==> src/rtl/smcn_pkg.sv <==
// Package for the sensor min/max calibrating normaliser.
// Holds widths, level limits, op codes and the sequencer state type.
// No dependencies; used by sensor_minmax_calibrate_normalize.
package smcn_pkg;

	// Default sample width and fixed geometry.
	localparam int SMCN_SAMPLE_BITS = 12;
	localparam int CHANNELS         = 5;
	localparam int CH_W             = $clog2(CHANNELS);
	localparam int LEVEL_BITS       = 12;
	localparam int QBITS            = 10;
	localparam int QIDX_W           = $clog2(QBITS);
	localparam int LEVEL_FULL       = 1000;
	localparam int LEVEL_FLOOR      = 1;
	localparam int OUT_DATA_W       = 8 * ((CHANNELS * LEVEL_BITS + 7) / 8);

	// Channels touched by each calibration op (bit i is channel i).
	localparam logic [CHANNELS-1:0] HORIZ_CHANNELS = 5'b10101;
	localparam logic [CHANNELS-1:0] VERT_CHANNELS  = 5'b01010;

	typedef enum logic [1:0] {
		OP_RUN   = 2'd0,
		OP_CLEAR = 2'd1,
		OP_HORIZ = 2'd2,
		OP_VERT  = 2'd3
	} op_t;

	typedef enum logic [1:0] {
		ST_IDLE,
		ST_SETUP,
		ST_DIV,
		ST_WRITE
	} state_t;

	typedef logic [LEVEL_BITS-1:0] level_t;

endpackage

==> src/rtl/sensor_minmax_calibrate_normalize.sv <==
// Top level of the sensor min/max calibrating normaliser.
// Depends on smcn_pkg for widths, op codes and the sequencer state type.
// Holds the calibration tables, the channel sequencer and the shared divider.

// Each input word carries five raw coil samples and an op code. The clear op
// returns every channel's calibration to maximum zero and minimum all ones; the
// horizontal op widens the running range of the outer and centre channels, the
// vertical op that of the two inner channels, and both echo the raw samples with
// the normalised flag low. The run op maps every sample onto 1..1000 as
// floor(1000*(x-min)/(max-min)), giving 1 at or below the minimum or for an
// empty range and 1000 at or above the maximum, and sets the flag. A single
// restoring divider, one quotient bit per cycle, is shared by the five channels
// under a small sequencer, so the block takes one word at a time: a run word
// needs a setup step for each channel plus a ten-bit divide for each channel
// whose sample lies strictly inside its range, then a write step that hands the
// result to the output register and a return to idle, before the next word can
// be taken. Calibration words go from idle straight to the write step. The
// hand-over waits while the output register still holds an unaccepted word.
// The output register lets a new word be accepted while the previous result
// still waits downstream.
module sensor_minmax_calibrate_normalize
	import smcn_pkg::*;
#(
	parameter int SAMPLE_BITS = SMCN_SAMPLE_BITS,
	localparam int IN_DATA_W  = 8 * ((CHANNELS * SAMPLE_BITS + 7) / 8),
	localparam int REM_W      = SAMPLE_BITS + QBITS
) (
	input  logic                  clk,
	input  logic                  arst_n,
	input  logic                  s_axis_tvalid,
	output logic                  s_axis_tready,
	// From bit 0 up: sample_outer_left, sample_inner_left, sample_center,
	// sample_inner_right, sample_outer_right, zero padding.
	input  logic [IN_DATA_W-1:0]  s_axis_tdata,
	// op: 0 run, 1 clear, 2 calibrate horizontal, 3 calibrate vertical.
	input  logic [1:0]            s_axis_tuser,
	output logic                  m_axis_tvalid,
	input  logic                  m_axis_tready,
	// From bit 0 up: level_outer_left, level_inner_left, level_center,
	// level_inner_right, level_outer_right, zero padding.
	output logic [OUT_DATA_W-1:0] m_axis_tdata,
	// normalized: high when the levels are normalised values.
	output logic                  m_axis_tuser
);

	typedef logic [SAMPLE_BITS-1:0] sample_t;

	state_t state_q, state_d;

	// Calibration tables, one entry per channel.
	sample_t max_q [CHANNELS];
	sample_t min_q [CHANNELS];

	// Word being worked on.
	sample_t x_q   [CHANNELS];
	level_t  lev_q [CHANNELS];
	logic    run_q;

	// Sequencer and divider registers.
	logic [CH_W-1:0]   ch_q;
	logic [QIDX_W-1:0] bit_q;
	logic [REM_W-1:0]  rem_q;
	sample_t           den_q;
	logic [QBITS-1:0]  quo_q;

	logic [OUT_DATA_W-1:0] out_data_q;
	logic                  out_user_q;
	logic                  out_valid_q;

	sample_t          sample_in [CHANNELS];
	op_t              op_in;
	logic             in_acc;
	logic             out_free;
	sample_t          sel_x, sel_lo, sel_hi;
	logic             special;
	level_t           special_lev;
	logic [REM_W-1:0] num;
	logic [REM_W-1:0] dsh;
	logic             ge;
	logic [QBITS-1:0] quo_nx;
	level_t           div_lev;
	logic             last_ch;
	logic [OUT_DATA_W-1:0] out_pack;

	always_comb begin
		for (int i = 0; i < CHANNELS; i++) begin
			sample_in[i] = s_axis_tdata[i*SAMPLE_BITS +: SAMPLE_BITS];
		end
	end

	assign op_in         = op_t'(s_axis_tuser);
	assign s_axis_tready = (state_q == ST_IDLE);
	assign in_acc        = s_axis_tvalid && s_axis_tready;
	assign out_free      = !out_valid_q || m_axis_tready;

	assign m_axis_tvalid = out_valid_q;
	assign m_axis_tdata  = out_data_q;
	assign m_axis_tuser  = out_user_q;

	// Operands of the channel that the sequencer points at.
	assign sel_x   = x_q[ch_q];
	assign sel_lo  = min_q[ch_q];
	assign sel_hi  = max_q[ch_q];
	assign last_ch = (ch_q == CH_W'(CHANNELS - 1));

	// Empty range, sample at or below the minimum, or at or above the maximum
	// are settled without the divider.
	assign special     = (sel_hi <= sel_lo) || (sel_x <= sel_lo) || (sel_x >= sel_hi);
	assign special_lev = ((sel_hi <= sel_lo) || (sel_x <= sel_lo)) ?
	                     LEVEL_BITS'(LEVEL_FLOOR) : LEVEL_BITS'(LEVEL_FULL);

	// Dividend 1000*(x-min); the multiply is by a constant, i.e. a few adds.
	assign num = REM_W'(sel_x - sel_lo) * REM_W'(LEVEL_FULL);

	// Shared restoring divider step: try the divisor shifted to the current
	// quotient bit. The quotient stays below 1000, so ten bits suffice.
	assign dsh = REM_W'(den_q) << bit_q;
	assign ge  = (rem_q >= dsh);

	always_comb begin
		quo_nx        = quo_q;
		quo_nx[bit_q] = ge;
	end

	assign div_lev = (quo_nx == '0) ? LEVEL_BITS'(LEVEL_FLOOR) : LEVEL_BITS'(quo_nx);

	always_comb begin
		out_pack = '0;
		for (int i = 0; i < CHANNELS; i++) begin
			out_pack[i*LEVEL_BITS +: LEVEL_BITS] = lev_q[i];
		end
	end

	// Next state.
	always_comb begin
		state_d = state_q;
		unique case (state_q)
			ST_IDLE: begin
				if (in_acc) begin
					state_d = (op_in == OP_RUN) ? ST_SETUP : ST_WRITE;
				end
			end
			ST_SETUP: begin
				if (!special) begin
					state_d = ST_DIV;
				end else if (last_ch) begin
					state_d = ST_WRITE;
				end
			end
			ST_DIV: begin
				if (bit_q == '0) begin
					state_d = last_ch ? ST_WRITE : ST_SETUP;
				end
			end
			ST_WRITE: begin
				if (out_free) begin
					state_d = ST_IDLE;
				end
			end
			default: state_d = ST_IDLE;
		endcase
	end

	always_ff @(posedge clk or negedge arst_n) begin
		if (!arst_n) begin
			state_q <= ST_IDLE;
		end else begin
			state_q <= state_d;
		end
	end

	// Sequencer counters and output valid.
	always_ff @(posedge clk or negedge arst_n) begin
		if (!arst_n) begin
			ch_q        <= '0;
			bit_q       <= '0;
			out_valid_q <= 1'b0;
		end else begin
			if (in_acc) begin
				ch_q <= '0;
			end else if (state_q == ST_SETUP) begin
				if (special) begin
					ch_q <= ch_q + 1'b1;
				end else begin
					bit_q <= QIDX_W'(QBITS - 1);
				end
			end else if (state_q == ST_DIV) begin
				bit_q <= bit_q - 1'b1;
				if (bit_q == '0) begin
					ch_q <= ch_q + 1'b1;
				end
			end

			if (state_q == ST_WRITE && out_free) begin
				out_valid_q <= 1'b1;
			end else if (m_axis_tready) begin
				out_valid_q <= 1'b0;
			end
		end
	end

	// Calibration tables: cleared by reset and by the clear op.
	always_ff @(posedge clk or negedge arst_n) begin
		if (!arst_n) begin
			for (int i = 0; i < CHANNELS; i++) begin
				max_q[i] <= '0;
				min_q[i] <= '1;
			end
		end else if (in_acc) begin
			unique case (op_in)
				OP_RUN: begin
				end
				OP_CLEAR: begin
					for (int i = 0; i < CHANNELS; i++) begin
						max_q[i] <= '0;
						min_q[i] <= '1;
					end
				end
				OP_HORIZ, OP_VERT: begin
					for (int i = 0; i < CHANNELS; i++) begin
						if ((op_in == OP_HORIZ) ? HORIZ_CHANNELS[i] : VERT_CHANNELS[i]) begin
							if (sample_in[i] > max_q[i]) begin
								max_q[i] <= sample_in[i];
							end
							if (sample_in[i] < min_q[i]) begin
								min_q[i] <= sample_in[i];
							end
						end
					end
				end
				default: begin
				end
			endcase
		end
	end

	// Datapath registers.
	always_ff @(posedge clk) begin
		if (in_acc) begin
			run_q <= (op_in == OP_RUN);
			for (int i = 0; i < CHANNELS; i++) begin
				x_q[i]   <= sample_in[i];
				lev_q[i] <= LEVEL_BITS'(sample_in[i]);
			end
		end else if (state_q == ST_SETUP) begin
			if (special) begin
				lev_q[ch_q] <= special_lev;
			end else begin
				rem_q <= num;
				den_q <= sel_hi - sel_lo;
				quo_q <= '0;
			end
		end else if (state_q == ST_DIV) begin
			if (ge) begin
				rem_q <= rem_q - dsh;
			end
			quo_q <= quo_nx;
			if (bit_q == '0) begin
				lev_q[ch_q] <= div_lev;
			end
		end

		if (state_q == ST_WRITE && out_free) begin
			out_data_q <= out_pack;
			out_user_q <= run_q;
		end
	end

endmodule
==> config.mk <==
export PLATFORM = sky130hd
export DESIGN_NAME = sensor_minmax_calibrate_normalize
export DESIGN_NICKNAME = d
export VERILOG_FILES = /design/src/rtl/smcn_pkg.sv /design/src/rtl/sensor_minmax_calibrate_normalize.sv
export SDC_FILE = /design/constraint.sdc
export NUM_CORES = 1
export LEC_CHECK = 0
export BUFFER_PORTS_ARGS = -buffer_cell sky130_fd_sc_hd__buf_2
export CORE_AREA = 2 2 207 209
export CTS_CLUSTER_DIAMETER = 50
export DETAILED_ROUTE_END_ITERATION = 6
export DIE_AREA = 0 0 209 211
export PLACE_DENSITY = 0.76
export SYNTH_ARGS = -nofsm -noshare
export SYNTH_HDL_FRONTEND = slang
export SYNTH_SLANG_ARGS = --single-unit
==> constraint.sdc <==
create_clock -name clk -period 7.4 [get_ports clk]
set_clock_uncertainty 0.05 [all_clocks]
set_input_delay 0 -clock clk [delete_from_list [all_inputs] [get_ports clk]]
set_output_delay 0 -clock clk [all_outputs]
set_load 0.02 [all_outputs]
==> results.json <==
{
  "clock_latency_ps": 580,
  "cts_buffers": 41,
  "syn_to_final_growth_pct": 14.77,
  "rows": 75,
  "clk_pin_slew_ps": 60,
  "regArea_um2": 10020,
  "drt-initial-drc-count": 1772,
  "cp_common_cell": "inv_1",
  "synth_area_leaders": "edfxtp_1 (28%), ha_1 (12%), dfrtp_1 (7.7%), dfstp_2 (6.9%), inv_1 (4.0%)",
  "cp-start-kind": "register",
  "setup_viol": 0,
  "viasPerCell": 6.169,
  "cp_data_required_time_ps": 7640,
  "fp.dieW_um": 209,
  "overflow": 0,
  "yosysTopAreaCellShare": 0.2844,
  "ys_seq_area_frac": 0.4391,
  "clock_sinks": 356,
  "worst_slew_pin_slew_ps": 1307,
  "avgSynthCellArea_um2": 10.67,
  "synth_common_cells": "inv_1 (242), ha_1 (220), edfxtp_1 (216)",
  "track_usage": 0.2954,
  "avgRoutedWirePerCell_um": 22.28,
  "grt_pass1_wl_um": 99500,
  "path_buf_inv": 6,
  "synthArstFlopShare": 0.3652,
  "cpLargestDelayFamily": "adder cells",
  "ys_ff_latch": 356,
  "netlist_area_um2": 22810,
  "dp_hpwl_um": 49130,
  "slew_viol_final": 0,
  "cpPeakStageDelay_ps": 530,
  "vias": 17930,
  "relSlewSlack": 0.1222,
  "antenna_found_initial": 2,
  "r2r_slack_ps": 460,
  "fin_setup_tns_ps": 0,
  "critPathMaxFanout": 13,
  "fin_crit_sh": 0.9377,
  "maxCapViolations": 0,
  "crit_type": "register to register",
  "yosys.cell_types.count": 85,
  "rsz0062_at_grt": "false",
  "final_layout_size_suffix_gt1_frac": 0.1559,
  "r2r_end": "rem_q[21]$_DFFE_PP_",
  "drc": 0,
  "synth-edff-count": 216,
  "endpoint_kind": "register",
  "clockBufferDepth": 3,
  "start_util": 0.5462,
  "reg2reg_depth": 29,
  "grt_max_degree": 80,
  "r2r-start": "ch_q[0]$_DFFE_PN0P_",
  "max_freq_ghz": 0.1441,
  "dr.pass1.iters": 6,
  "ant_nets": 0,
  "layout_min_cycle_time_ps": 6939,
  "yosysWarnings": 0,
  "critPathSlowestCell": "fa_1",
  "die_area_um2": 44100,
  "min_path_type": "primary input to async pin",
  "die_h_um": 211,
  "clockRootBuffer": "clkbuf_16",
  "yosysMostFrequentCell": "inv_1",
  "first_global_vias": 17500,
  "fin_nets": 2668,
  "outcome": "completed",
  "hold_violations": 0,
  "htreeDepth": 2,
  "gp_congestion": 0.9696,
  "synth_top_area_cell": "edfxtp_1",
  "fill_cells": 3268,
  "coreArea_um2": 41760,
  "arrival_ps": 7180,
  "cts_tree": "done",
  "multi_input_area_um2": 11560,
  "ios": 137,
  "syn_inst": 2138,
  "port_buffers": 128,
  "routed_wl_um": 64760,
  "synth_top_flop_cell": "edfxtp_1"
}
cell usage in the layout, fill, tap and decap left out, types with 19 or more instances in the layout:
| master | n |
|---|---|
| o21ai_0 | 90 |
| a22oi_1 | 27 |
| inv_1 | 241 |
| xor2_1 | 23 |
| edfxtp_1 | 216 |
| nand2b_1 | 23 |
| xnor2_1 | 41 |
| o21a_1 | 21 |
| nor2b_1 | 23 |
| a31oi_1 | 19 |
| mux2i_1 | 66 |
| nand2_1 | 177 |
| buf_2 | 127 |
| clkbuf_16 | 41 |
| buf_4 | 43 |
| dlygate4sd3_1 | 64 |
| and3_1 | 20 |
| dfstp_2 | 60 |
| ha_1 | 220 |
| fa_1 | 41 |
| nor2_1 | 82 |
| nand4_1 | 24 |
| a22o_1 | 35 |
| dfrtp_1 | 67 |
| nor3_1 | 20 |
| o22a_1 | 70 |
| a21o_1 | 45 |
| a21oi_1 | 121 |
| nand3_1 | 35 |
registers in the layout (all words and copies together) (netlist names), 2 cells and up:
signal	flops
bit_q	4
ch_q	3
den_q	12
lev_q	60
m_axis_tdata	60
max_q	60
min_q	60
quo_q	10
rem_q	22
state_q	2
x_q	60
repair_timing:
action,CTS,global route
gates resized for setup,0,16
buffers inserted,0,1
hold endpoints to repair,301,0
hold buffers,64,0
setup endpoints to repair,0,5
metrics by stage:
step	instances	hold WS (ps)	util	setup WS (ps)	instance area, um^2
3_5_place_dp	2768	66.54	0.5782	251.0	24140
4_1_cts	2905	8.267	0.6253	190.9	26110
3_3_place_gp	2768	65.49	0.5782	389.5	24140
5_1_grt	2907	67.49	0.6268	50.10	26180
6_report	2907	7.325	0.6268	461.1	26180
2_1_floorplan	2141	-345.6	-	30.45	22820
layout make-up:
type | count | area share
multi-input cells | 1456 | 0.4418
flip-flops and latches | 356 | 0.3827
repair buffers | 239 | 0.06405
clock buffers | 53 | 0.04130
inverters | 243 | 0.03494
well taps | 539 | 0.02576
clock inverters | 20 | 0.009369
diodes | 1 | 0.00009560
worst max-delay path by stage:
stage / start / endpoint / cells past startpoint
detailed placement: ch_q[0]$_DFFE_PN0P_ / rem_q[20]$_DFFE_PP_ / 26
floorplan: ch_q[1]$_DFFE_PN0P_ / rem_q[20]$_DFFE_PP_ / 28
global placement: ch_q[0]$_DFFE_PN0P_ / rem_q[21]$_DFFE_PP_ / 30
finish: ch_q[0]$_DFFE_PN0P_ / rem_q[21]$_DFFE_PP_ / 29
global route: ch_q[1]$_DFFE_PN0P_ / rem_q[20]$_DFFE_PP_ / 30
CTS: ch_q[0]$_DFFE_PN0P_ / rem_q[20]$_DFFE_PP_ / 26
cell families (layout without fill, tap and decap cells):
kind of cell,count (synthesis),count (layout),share of synthesized area
other,1,5,0.0001644
AO/OA/AOI/OAI,571,571,0.1743
flip-flops,356,356,0.4391
adder cells (fa/ha/maj),263,263,0.1576
multiplexers,95,95,0.05217
XOR/XNOR,66,66,0.02534
AND/OR/NAND/NOR,457,457,0.09490
buffers and inverters,329,555,0.05645
routing by layer:
layer / vias up / track usage / share of wire
met3: 169 / 0.07731 / 0.11
met5: - / 0 / 0
met4: 0 / 0.1039 / 0.036
li1: 8199 / - / -
met2: 854 / 0.4644 / 0.45
met1: 8711 / 0.3982 / 0.41
Power is not shown: default switching activity piles up to over one toggle a cycle in this logic, so the estimate is an artifact.
